==> src/design/bsp_pkg.sv <==
`timescale 1ns / 1ps
// ----------------------------------------------------------------------------
// bsp_pkg
// Shared types and constants for the bit stream packer.
// ----------------------------------------------------------------------------
package bsp_pkg;

   localparam int VALUE_W     = 32;
   localparam int COUNT_W     = 8;
   localparam int CMD_W       = 2;
   localparam int BYTE_W      = 8;
   localparam int OFF_W       = 3;
   localparam int STEP_W      = 4;
   localparam int SHIFT_W     = 6;
   localparam int VALUE_BITS  = 32;
   localparam int MAX_RUN     = 255;
   localparam int QUEUE_DEPTH = 2;

   localparam int REQ_DATA_W  = 40;
   localparam int RSP_DATA_W  = 16;

   typedef enum logic [CMD_W-1:0] {
      CMD_VALUE = 2'd0,
      CMD_RUN   = 2'd1,
      CMD_FLUSH = 2'd2,
      CMD_CLOSE = 2'd3
   } cmd_type;

   typedef enum logic {
      KIND_PUSH  = 1'b0,
      KIND_FLUSH = 1'b1
   } kind_type;

   typedef struct packed {
      kind_type             kind;
      logic                 run;
      logic                 fill;
      logic [VALUE_W-1:0]   word;
      logic [COUNT_W-1:0]   rem;
   } entry_type;

endpackage

==> src/design/bit_stream_packer_unit.sv <==
`timescale 1ns / 1ps
// ----------------------------------------------------------------------------
// bit_stream_packer_unit
// Packs pushed bits into bytes, bit 0 first within each byte.
// ----------------------------------------------------------------------------
// Input channel req_*: one command per transaction. tuser carries the
// command (push value, push run, flush, close); tdata carries value and
// count. Pushes with a count of zero are dropped at the input.
// Result channel rsp_*: one byte per transaction; tlast marks the final
// result of a command. A push that completes no byte gives no result; a
// flush always gives exactly one.
// Each command passes through the queue, the back end's command registers
// and the output register before its first result is valid. The back end
// places up to one byte worth of bits per cycle, and waits only when a step
// completes a byte while the output register still holds one; a command is
// stepped through byte by byte, its last bits left in the partial byte.
// A small queue decouples input from the back end; input stalls only when
// it is full. When the receiver stalls, the output register holds its
// transaction and the back end waits at its next byte. Reset empties the
// queue, clears the partial byte and bit offset and drops any pending result.
// ----------------------------------------------------------------------------
module bit_stream_packer_unit #(
   parameter int QUEUE_DEPTH = bsp_pkg::QUEUE_DEPTH
) (
   input  logic                            clock,
   input  logic                            reset,
   input  logic                            req_tvalid,
   output logic                            req_tready,
   input  logic [bsp_pkg::REQ_DATA_W-1:0]  req_tdata,   // value[31:0], count[39:32]
   input  logic [bsp_pkg::CMD_W-1:0]       req_tuser,   // cmd[1:0]
   output logic                            rsp_tvalid,
   input  logic                            rsp_tready,
   output logic [bsp_pkg::RSP_DATA_W-1:0]  rsp_tdata,   // data_byte[7:0], pad_bits[10:8]
   output logic                            rsp_tuser,   // byte_valid[0]
   output logic                            rsp_tlast
);

   logic                          push;
   logic                          full;
   logic                          pop;
   logic                          head_valid;
   bsp_pkg::entry_type            push_entry;
   bsp_pkg::entry_type            head_entry;
   logic [bsp_pkg::BYTE_W-1:0]    out_byte;
   logic [bsp_pkg::OFF_W-1:0]     out_pad;

   assign req_tready = !full;

   bsp_front u_front (
      .req_valid (req_tvalid),
      .req_cmd   (req_tuser),
      .req_value (req_tdata[bsp_pkg::VALUE_W-1:0]),
      .req_count (req_tdata[bsp_pkg::VALUE_W +: bsp_pkg::COUNT_W]),
      .push      (push),
      .entry     (push_entry)
   );

   bsp_queue #(
      .DEPTH (QUEUE_DEPTH)
   ) u_queue (
      .clock      (clock),
      .reset      (reset),
      .push       (push),
      .push_entry (push_entry),
      .full       (full),
      .pop        (pop),
      .head_valid (head_valid),
      .head_entry (head_entry)
   );

   bsp_back u_back (
      .clock          (clock),
      .reset          (reset),
      .head_valid     (head_valid),
      .head_entry     (head_entry),
      .pop            (pop),
      .out_valid      (rsp_tvalid),
      .out_ready      (rsp_tready),
      .out_byte       (out_byte),
      .out_byte_valid (rsp_tuser),
      .out_pad        (out_pad),
      .out_last       (rsp_tlast)
   );

   assign rsp_tdata = {
      {(bsp_pkg::RSP_DATA_W - bsp_pkg::BYTE_W - bsp_pkg::OFF_W){1'b0}},
      out_pad,
      out_byte
   };

endmodule

==> src/design/bsp_front.sv <==
`timescale 1ns / 1ps
// ----------------------------------------------------------------------------
// bsp_front
// Decodes an incoming transaction into a queue entry: saturates counts,
// bit-reverses value so the first bit sits in bit 0, drops empty pushes.
// ----------------------------------------------------------------------------
module bsp_front (
   input  logic                        req_valid,
   input  logic [bsp_pkg::CMD_W-1:0]   req_cmd,
   input  logic [bsp_pkg::VALUE_W-1:0] req_value,
   input  logic [bsp_pkg::COUNT_W-1:0] req_count,
   output logic                        push,
   output bsp_pkg::entry_type          entry
);

   logic [bsp_pkg::VALUE_W-1:0]   rev;
   logic [bsp_pkg::SHIFT_W-1:0]   vcnt;
   logic [bsp_pkg::SHIFT_W-1:0]   sh;
   logic [bsp_pkg::COUNT_W-1:0]   rcnt;
   logic                          is_flush;
   logic                          is_run;

   always_comb begin
      for (int i = 0; i < bsp_pkg::VALUE_W; i++) begin
         rev[i] = req_value[bsp_pkg::VALUE_W-1-i];
      end
      if (req_count > bsp_pkg::COUNT_W'(bsp_pkg::VALUE_BITS)) begin
         vcnt = bsp_pkg::SHIFT_W'(bsp_pkg::VALUE_BITS);
      end else begin
         vcnt = bsp_pkg::SHIFT_W'(req_count);
      end
      if (req_count > bsp_pkg::COUNT_W'(bsp_pkg::MAX_RUN)) begin
         rcnt = bsp_pkg::COUNT_W'(bsp_pkg::MAX_RUN);
      end else begin
         rcnt = req_count;
      end
      sh       = bsp_pkg::SHIFT_W'(bsp_pkg::VALUE_W) - vcnt;
      is_flush = 1'b0;
      is_run   = 1'b0;
      case (bsp_pkg::cmd_type'(req_cmd))
         bsp_pkg::CMD_VALUE: is_run = 1'b0;
         bsp_pkg::CMD_RUN:   is_run = 1'b1;
         default:            is_flush = 1'b1;
      endcase

      entry.kind = is_flush ? bsp_pkg::KIND_FLUSH : bsp_pkg::KIND_PUSH;
      entry.run  = is_run;
      entry.fill = (req_value != '0);
      entry.word = (sh >= bsp_pkg::SHIFT_W'(bsp_pkg::VALUE_W)) ? '0 : (rev >> sh);
      entry.rem  = is_run ? rcnt : bsp_pkg::COUNT_W'(vcnt);
      push       = req_valid && (is_flush || (entry.rem != '0));
   end

endmodule

==> src/design/bsp_queue.sv <==
`timescale 1ns / 1ps
// ----------------------------------------------------------------------------
// bsp_queue
// Small FIFO of decoded entries between the front and the back.
// ----------------------------------------------------------------------------
module bsp_queue #(
   parameter int DEPTH = bsp_pkg::QUEUE_DEPTH
) (
   input  logic               clock,
   input  logic               reset,
   input  logic               push,
   input  bsp_pkg::entry_type push_entry,
   output logic               full,
   input  logic               pop,
   output logic               head_valid,
   output bsp_pkg::entry_type head_entry
);

   localparam int PTR_W = (DEPTH > 1) ? $clog2(DEPTH) : 1;
   localparam int CNT_W = $clog2(DEPTH + 1);

   bsp_pkg::entry_type     mem_ff [DEPTH];
   logic [PTR_W-1:0]       wr_ff, wr_in;
   logic [PTR_W-1:0]       rd_ff, rd_in;
   logic [CNT_W-1:0]       cnt_ff, cnt_in;
   logic                   do_push;
   logic                   do_pop;

   always_comb begin
      full       = (cnt_ff == CNT_W'(DEPTH));
      head_valid = (cnt_ff != '0);
      head_entry = mem_ff[rd_ff];
      do_push    = push && !full;
      do_pop     = pop && head_valid;
      wr_in      = wr_ff;
      rd_in      = rd_ff;
      if (do_push) begin
         wr_in = (wr_ff == PTR_W'(DEPTH - 1)) ? '0 : wr_ff + 1'b1;
      end
      if (do_pop) begin
         rd_in = (rd_ff == PTR_W'(DEPTH - 1)) ? '0 : rd_ff + 1'b1;
      end
      cnt_in = cnt_ff + CNT_W'(do_push) - CNT_W'(do_pop);
   end

   always_ff @(posedge clock) begin
      if (reset) begin
         wr_ff  <= '0;
         rd_ff  <= '0;
         cnt_ff <= '0;
      end else begin
         wr_ff  <= wr_in;
         rd_ff  <= rd_in;
         cnt_ff <= cnt_in;
      end
   end

   always_ff @(posedge clock) begin
      if (do_push) begin
         mem_ff[wr_ff] <= push_entry;
      end
   end

endmodule

==> src/design/bsp_back.sv <==
`timescale 1ns / 1ps
// ----------------------------------------------------------------------------
// bsp_back
// Places up to one byte of bits per cycle into the partial byte, waiting while
// the result register is still full, and drives the registered result channel.
// ----------------------------------------------------------------------------
module bsp_back (
   input  logic                         clock,
   input  logic                         reset,
   input  logic                         head_valid,
   input  bsp_pkg::entry_type           head_entry,
   output logic                         pop,
   output logic                         out_valid,
   input  logic                         out_ready,
   output logic [bsp_pkg::BYTE_W-1:0]   out_byte,
   output logic                         out_byte_valid,
   output logic [bsp_pkg::OFF_W-1:0]    out_pad,
   output logic                         out_last
);

   logic                          busy_ff, busy_in;
   bsp_pkg::kind_type             kind_ff, kind_in;
   logic                          run_ff, run_in;
   logic                          fill_ff, fill_in;
   logic [bsp_pkg::VALUE_W-1:0]   word_ff, word_in;
   logic [bsp_pkg::COUNT_W-1:0]   rem_ff, rem_in;
   logic [bsp_pkg::BYTE_W-1:0]    part_ff, part_in;
   logic [bsp_pkg::OFF_W-1:0]     off_ff, off_in;

   logic                          ov_ff, ov_in;
   logic [bsp_pkg::BYTE_W-1:0]    ob_ff, ob_in;
   logic                          obv_ff, obv_in;
   logic [bsp_pkg::OFF_W-1:0]     opad_ff, opad_in;
   logic                          olast_ff, olast_in;

   logic                          out_free;
   logic [bsp_pkg::STEP_W-1:0]    room;
   logic [bsp_pkg::STEP_W-1:0]    k;
   logic [bsp_pkg::BYTE_W-1:0]    mask;
   logic [bsp_pkg::BYTE_W-1:0]    chunk;
   logic [bsp_pkg::BYTE_W-1:0]    merged;
   logic [bsp_pkg::STEP_W-1:0]    new_off;
   logic [bsp_pkg::COUNT_W-1:0]   rem_next;
   logic                          emit;
   logic                          fire;
   logic                          done;

   always_comb begin
      out_free = !ov_ff || out_ready;
      room     = bsp_pkg::STEP_W'(bsp_pkg::BYTE_W) - bsp_pkg::STEP_W'(off_ff);
      k        = (rem_ff < bsp_pkg::COUNT_W'(room)) ? bsp_pkg::STEP_W'(rem_ff) : room;
      mask     = bsp_pkg::BYTE_W'((9'd1 << k) - 9'd1);
      chunk    = (run_ff ? {bsp_pkg::BYTE_W{fill_ff}} : word_ff[bsp_pkg::BYTE_W-1:0]) & mask;
      merged   = part_ff | (chunk << off_ff);
      new_off  = bsp_pkg::STEP_W'(off_ff) + k;
      rem_next = rem_ff - bsp_pkg::COUNT_W'(k);

      busy_in  = busy_ff;
      kind_in  = kind_ff;
      run_in   = run_ff;
      fill_in  = fill_ff;
      word_in  = word_ff;
      rem_in   = rem_ff;
      part_in  = part_ff;
      off_in   = off_ff;
      ov_in    = ov_ff && !out_ready;
      ob_in    = ob_ff;
      obv_in   = obv_ff;
      opad_in  = opad_ff;
      olast_in = olast_ff;
      emit     = 1'b0;
      fire     = 1'b0;
      done     = 1'b0;

      if (busy_ff) begin
         case (kind_ff)
            bsp_pkg::KIND_FLUSH: begin
               emit = 1'b1;
               fire = out_free;
               done = out_free;
               if (fire) begin
                  ob_in    = part_ff;
                  obv_in   = (off_ff != '0);
                  opad_in  = (off_ff != '0) ? (3'd0 - off_ff) : '0;
                  olast_in = 1'b1;
                  part_in  = '0;
                  off_in   = '0;
               end
            end
            default: begin
               emit = new_off[bsp_pkg::STEP_W-1];
               fire = !emit || out_free;
               done = fire && (rem_next == '0);
               if (fire) begin
                  word_in = word_ff >> k;
                  rem_in  = rem_next;
                  if (emit) begin
                     ob_in    = merged;
                     obv_in   = 1'b1;
                     opad_in  = '0;
                     olast_in = (rem_next < bsp_pkg::COUNT_W'(bsp_pkg::BYTE_W));
                     part_in  = '0;
                     off_in   = '0;
                  end else begin
                     part_in  = merged;
                     off_in   = new_off[bsp_pkg::OFF_W-1:0];
                  end
               end
            end
         endcase
      end

      if (fire && emit) begin
         ov_in = 1'b1;
      end
      if (done) begin
         busy_in = 1'b0;
      end

      pop = head_valid && (!busy_ff || done);
      if (pop) begin
         busy_in = 1'b1;
         kind_in = head_entry.kind;
         run_in  = head_entry.run;
         fill_in = head_entry.fill;
         word_in = head_entry.word;
         rem_in  = head_entry.rem;
      end

      out_valid      = ov_ff;
      out_byte       = ob_ff;
      out_byte_valid = obv_ff;
      out_pad        = opad_ff;
      out_last       = olast_ff;
   end

   always_ff @(posedge clock) begin
      if (reset) begin
         busy_ff <= 1'b0;
         ov_ff   <= 1'b0;
         part_ff <= '0;
         off_ff  <= '0;
      end else begin
         busy_ff <= busy_in;
         ov_ff   <= ov_in;
         part_ff <= part_in;
         off_ff  <= off_in;
      end
   end

   always_ff @(posedge clock) begin
      kind_ff  <= kind_in;
      run_ff   <= run_in;
      fill_ff  <= fill_in;
      word_ff  <= word_in;
      rem_ff   <= rem_in;
      ob_ff    <= ob_in;
      obv_ff   <= obv_in;
      opad_ff  <= opad_in;
      olast_ff <= olast_in;
   end

endmodule

==> config.mk <==
export PLATFORM = sky130hd
export DESIGN_NAME = bit_stream_packer_unit
export DESIGN_NICKNAME = d
export VERILOG_FILES = /design/src/design/bsp_pkg.sv /design/src/design/bit_stream_packer_unit.sv /design/src/design/bsp_front.sv /design/src/design/bsp_queue.sv /design/src/design/bsp_back.sv
export SDC_FILE = /design/constraint.sdc
export NUM_CORES = 1
export LEC_CHECK = 0
export ABC_AREA = 1
export BUFFER_PORTS_ARGS = -buffer_cell sky130_fd_sc_hd__buf_4
export CORE_ASPECT_RATIO = 1.4
export CORE_MARGIN = 1
export CORE_UTILIZATION = 40
export DETAILED_ROUTE_END_ITERATION = 10
export MAX_ROUTING_LAYER = met4
export PLACE_DENSITY = 0.65
export SETUP_SLACK_MARGIN = 0.15
export SLEW_MARGIN = 40
export SYNTH_ARGS = -nofsm -noshare
export SYNTH_HDL_FRONTEND = slang
export SYNTH_SLANG_ARGS = --single-unit
==> constraint.sdc <==
create_clock -name clock -period 15.5 [get_ports clock]
set_input_delay 4.65 -clock clock [delete_from_list [all_inputs] [get_ports clock]]
set_output_delay 4.65 -clock clock [all_outputs]
set_load 0.05 [all_outputs]
==> impl_metrics.yaml, run 1 <==
drt:
  top_layer_used: "met4"
  dr.pass1.iters: 4
  drtIter0Drc: 501
  num_vias: 8802
  via_per_inst: 5.193
  routedWlPerCell_um: 14.70
  wl_met3_um: 693
  wl_met2_mm: 13.18
  drt_wl_total_mm: 24.91
  wl_met1_mm: 10.31
  drtAntennaViolNets: 0
  drc: 0
timing:
  fmax_mhz: 116.5
  tns_ns: 0
  fin_worst_skew_ns: 0.004920
  slew_violations: 0
  hold_viol_final: 0
  slew_headroom: 0.4690
  min_period_ns: 8.586
  post-route-period-util: 0.5540
  rsz0062_at_grt: "false"
  worst_pin_slew_ns: 0.7936
  setup_viol: 0
yosys:
  avgSynthCellArea_um2: 7.654
  synth-seq-area-share: 0.4485
  synth-seq-cells: 160
  synth-main-ff-cell: "edfxtp_1"
  synthesis.area_um2: 10310
  ys_types: 46
  synth_edf_count: 142
  syn_inst: 1347
  ys.warnings.count: 0
  async_flop_share: 0
final_layout:
  diodes: 0
  fin_cells: 1695
  syn_to_final_growth_pct: 11.33
  fin_nets: 1429
  drive_gt1_frac: 0.1083
critical_path:
  setup.worst_path.start: "req_tdata[32]"
  critPathKind: "input port to register"
  cp.arrival_ns: 8.74
  setup.worst_path.start_class: "input port"
  crit_required_ns: 15.66
  end_kind: "register"
  path_max_fanout: 54
  r2r_start: "u_back.off_ff[1]$_SDFFE_PP0P_"
global_routing:
  overflow: 0
  grt_pass1_wl_mm: 41.43
  track_usage: 0.2093
  grt_pass1_vias: 8396
  antenna_found_initial: 0
  grt_max_degree: 60
clock_network:
  cts_setup_buffers: 0
  cts-root-buf: "clkbuf_16"
  ctsResizeCount: 0
  cts_buffers: 17
  cts_tree: "yes"
  holdBufCountCts: 0
  cts_buffer_depth: 2
  clk_pin_slew_worst_paths_ns: 0.07
  clock_latency_ns: 0.44
  clock_sinks: 160
  htree_levels: 4
job:
  cap_violations: 0
placement:
  gp_congestion: 0.9027
  hpwl_mm: 18.32
  dpl.cell_count: 1664
  port_buffers: 60
power_and_ir_drop:
  ir_drop_v: 0.00009816
  power_leakage_nw: 5.023
  power_density_nw_per_um2: 185.3
floorplanning:
  rows: 69
  die_h_um: 192.0
  dieArea_um2: 26430
  die_w_um: 137.7
  start_util: 0.4062
  core-area_um2: 25380
  io_pins: 66
min_path:
  hp-class: "register to register"
  hp-start: "u_back.part_ff[2]$_SDFFE_PP0P_"
outcome:
  outcome: "complete, no violations"
-- critical path, stage by stage --
cell and delay (ns):
buf_4 0.16, inv_1 0.06, nand2_1 0.07, nor3_2 0.17
nand2_1 0.11, a21oi_2 0.50, nand2_2 0.61, ha_2 0.90
clkinv_2 0.55, or2_1 0.40, o21ai_0 0.08, nand2_1 0.07
o21ai_1 0.15, nand2_1 0.10, nand2_1 0.09, nor2_1 0.05
-- report_power, final --
part           internal, mW  switching, mW  total (mW)
clock                 0.240          0.179       0.419
combinational         0.297          0.683       0.979
sequential            0.670         0.0588       0.729
-- cells in the mapped netlist, types with 17 or more instances --
cell / count / area (µm²)
a21oi_1: 34 / 170.2
buf_2: 19 / 95.09
clkbuf_1: 41 / 153.9
dfxtp_1: 18 / 360.4
edfxtp_1: 142 / 4264
ha_1: 17 / 212.7
inv_1: 84 / 315.3
mux2i_1: 22 / 220.2
nand2_1: 466 / 1749
nand3_1: 120 / 600.6
nor2_1: 95 / 356.6
o211ai_1: 30 / 225.2
o21ai_0: 91 / 455.4
o21ai_1: 42 / 210.2
-- kinds of logic after synthesis --
| family | count (synthesis) | share of synthesized area |
|---|---|---|
| AOI/OAI and AO/OA | 221 | 0.1192 |
| and+or+nand+nor | 748 | 0.3084 |
| muxes | 22 | 0.02136 |
| other | 1 | 0.0003637 |
| adders and majority gates | 19 | 0.02451 |
| xor gates and xnor gates | 9 | 0.007646 |
| buffers and inverters | 167 | 0.07002 |
| DFF | 160 | 0.4485 |
-- layout make-up --
type	count	area [µm²]
fill	2590	13900
multi-input combinational	1024	5010
sequential	160	4626
timing repair buffer	68	510.5
clock buffer	18	429.2
tap	319	399.1
inverter	93	351.6
clock inverter	13	152.6
-- path summary, 6_finish.rpt --
check | to | slack (ns) | cells past startpoint
worst max-delay path | u_queue.mem_ff[1][24]$_DFFE_PP_ | 6.91 | 16
worst min register to register | u_back.part_ff[2]$_SDFFE_PP0P_ | 0.46 | 2
worst min-delay path | u_back.part_ff[2]$_SDFFE_PP0P_ | 0.46 | 2
worst max register to register | u_queue.cnt_ff[1]$_SDFF_PP0_ | 9.56 | 30
-- cell usage in the layout (no fill, tap or decap), types with 8 or more instances in the layout --
| master | instances |
|---|---|
| buf_4 | 68 |
| or2_2 | 9 |
| mux2i_1 | 22 |
| a21oi_1 | 34 |
| o21ai_0 | 90 |
| nor3_1 | 9 |
| o22ai_1 | 9 |
| inv_1 | 84 |
| dfxtp_1 | 17 |
| ha_1 | 16 |
| nor4_1 | 8 |
| clkbuf_16 | 17 |
| nand2_2 | 11 |
| nor2_1 | 92 |
| o211ai_1 | 30 |
| edfxtp_1 | 142 |
| nand3_1 | 120 |
| nand2_1 | 463 |
| o21ai_1 | 42 |
| nand3_2 | 8 |
-- sequential cells by signal (all words and copies together), names as in the netlist, 2 cells and up, named ones only --
name / count
u_queue.mem_ff: 86
u_back.word_ff: 32
u_back.out_byte: 8
u_back.part_ff: 8
u_back.rem_ff: 8
u_back.off_ff: 3
u_back.out_pad: 3
u_queue.cnt_ff: 2
-- layer usage --
layer | GRT usage | up-vias
met5 | - | -
met4 | 0.09129 | 0
met3 | 0.02982 | 48
met2 | 0.3746 | 180
met1 | 0.2270 | 3996
li1 | - | 4578
-- per-stage QoR --
stage	setup WS (ns)	power, mW	utilization	hold slack [ns]	instance area (µm²)
4_1_cts	6.616	2.138	0.4520	0.4575	11470
3_3_place_gp	5.728	1.701	0.4287	0.4379	10880
3_5_place_dp	6.160	1.715	0.4291	0.4472	10890
2_1_floorplan	8.045	1.478	-	0.4297	10320
6_report	6.914	2.127	0.4522	0.4553	11480
5_1_grt	6.406	2.298	0.4522	0.4689	11480
Power figures use the tool's default switching activity.
==> run 2: changes to the inputs <==
--- a/config.mk
+++ b/config.mk
@@ -12,7 +12,7 @@
 export CORE_UTILIZATION = 40
 export DETAILED_ROUTE_END_ITERATION = 10
 export MAX_ROUTING_LAYER = met4
-export PLACE_DENSITY = 0.65
+export PLACE_DENSITY = 0.68
 export SETUP_SLACK_MARGIN = 0.15
 export SLEW_MARGIN = 40
 export SYNTH_ARGS = -nofsm -noshare
==> constraint.sdc (replaced) <==
create_clock -name clock -period 7.7 [get_ports clock]
set_input_delay 2.31 -clock clock [delete_from_list [all_inputs] [get_ports clock]]
set_output_delay 2.31 -clock clock [all_outputs]
set_load 0.05 [all_outputs]
==> impl_metrics.yaml, run 2 (synthesis gave the netlist of run 1 again) <==
outcome:
  outcome: "complete, no violations"
floorplanning:
  rows: 69
  core-area_um2: 25380
  io_pins: 66
  die_h_um: 192.0
  dieArea_um2: 26430
  start_util: 0.4062
  die_w_um: 137.7
clock_network:
  clock_sinks: 160
  cts_tree: "yes"
  cts-root-buf: "clkbuf_16"
  cts_buffer_depth: 2
  clock_latency_ns: 0.43
  clk_pin_slew_worst_paths_ns: 0.07
  cts_buffers: 17
  ctsResizeCount: 0
  holdBufCountCts: 0
  htree_levels: 4
  cts_setup_buffers: 0
timing:
  worst_pin_slew_ns: 0.7759
  fmax_mhz: 166.0
  fin_worst_skew_ns: 0.01167
  min_period_ns: 6.023
  setup_viol: 0
  slew_violations: 0
  hold_viol_final: 0
  fin_ws_ns: 1.677
  rsz0062_at_grt: "false"
  post-route-period-util: 0.7822
  slew_headroom: 0.4808
  timing.hold.ws_ns: 0.4565
  tns_ns: 0
drt:
  drc: 0
  via_per_inst: 5.302
  num_vias: 8998
  drtAntennaViolNets: 0
  drt_wl_total_mm: 26.09
  dr.pass1.iters: 5
  drtIter0Drc: 595
  routedWlPerCell_um: 15.37
critical_path:
  critPathKind: "register to register"
  crit_required_ns: 7.78
  setup.worst_path.start_class: "register"
  slowest_stage: "dfxtp_1"
  worst_path_most_repeated_cell: "nand2_1"
  end_kind: "register"
  cp.arrival_ns: 6.10
  path_max_fanout: 59
  reg2reg_slack_ns: 1.68
  max_stage_delay_ns: 0.65
final_layout:
  fin_nets: 1431
  layout_commonest_cell: "nand2_1"
  drive_gt1_frac: 0.1081
  largest_register_ffs: 86
  n_fill_cell: 2608
  final_cell_mix: "463 x nand2_1, 142 x edfxtp_1, 120 x nand3_1"
  regMostFlops: "u_queue.mem_ff"
  top_regs: "u_queue.mem_ff: 86 flops, u_back.word_ff: 32 flops"
  diodes: 0
  syn_to_final_growth_pct: 11.30
global_routing:
  grt_pass1_vias: 8405
  grt_pass1_wl_mm: 42.63
  grt_max_degree: 60
  antenna_found_initial: 0
  track_usage: 0.2159
  overflow: 0
power_and_ir_drop:
  power_leakage_nw: 5.022
  clock_power_share: 0.185
  pwr-share-comb: 0.474
  p_sw_frac: 0.4434
  power_density_nw_per_um2: 375.2
  p_int_mw: 2.396
  ir_drop_v: 0.0001912
  p_seq_frac: 0.341
  p_sw_mw: 1.909
job:
  cap_violations: 0
placement:
  gp_congestion: 0.9615
  dp_slack_ns: 1.425
  port_buffers: 60
  hpwl_mm: 19.60
min_path:
  hp-class: "register to register"
run 2: final cells by class:
class	instances	area [µm²]	area share
Clock buffer	17	425.4	0.03707
Clock inverter	14	132.6	0.01156
Inverter	93	349.1	0.03042
Multi-Input combinational cell	1024	5017	0.4372
Sequential cell	160	4626	0.4031
Tap cell	319	399.1	0.03478
Timing Repair Buffer	70	525.5	0.04580
run 2: stage by stage:
step | cell area, µm² | cells | power [mW] | utilization
after global placement | 10900 | 1666 | 3.484 | 0.4293
after floorplan | 10320 | 1351 | 2.975 | -
after CTS | 11460 | 1697 | 4.319 | 0.4517
after detailed placement | 10910 | 1666 | 3.514 | 0.4297
final | 11470 | 1697 | 4.306 | 0.4521
after global routing | 11470 | 1697 | 4.641 | 0.4521
run 2: path summary, 6_finish.rpt:
path | cells past startpoint | endpoint | start
hold / removal | 2 | u_back.part_ff[3]$_SDFFE_PP0P_ | u_back.part_ff[3]$_SDFFE_PP0P_
setup reg to reg | 25 | u_back.word_ff[11]$_DFFE_PP_ | u_back.off_ff[1]$_SDFFE_PP0P_
setup / recovery | 25 | u_back.word_ff[11]$_DFFE_PP_ | u_back.off_ff[1]$_SDFFE_PP0P_
hold reg to reg | 2 | u_back.part_ff[3]$_SDFFE_PP0P_ | u_back.part_ff[3]$_SDFFE_PP0P_
run 2: power by group through the flow:
| stage | Clock (mW) | Combinational [mW] | Sequential (mW) |
|---|---|---|---|
| CTS | 0.810 | 2.04 | 1.47 |
| finish | 0.796 | 2.04 | 1.47 |
| global route | 0.845 | 2.30 | 1.49 |
| floorplan | 0 | 1.43 | 1.54 |
| detailed placement | 0 | 2.03 | 1.49 |
| global placement | 0 | 2.00 | 1.48 |
run 2: per-layer routing:
| metal | track usage | part of all wire |
|---|---|---|
| met5 | - | 0 |
| met4 | 0.1057 | 0.042 |
| met3 | 0.03193 | 0.036 |
| met2 | 0.3724 | 0.51 |
| met1 | 0.2409 | 0.41 |
run 2: critical path, delay by kind of cell, from the launching register on:
family / cells / cell delay (ns)
adder cells (fa/ha/maj): 4 / 1.33
buffers and inverters: 4 / 0.93
AND/OR/NAND/NOR: 15 / 2.21
flip-flops: 1 / 0.65
XOR/XNOR: 1 / 0.17
AO/OA/AOI/OAI: 1 / 0.34
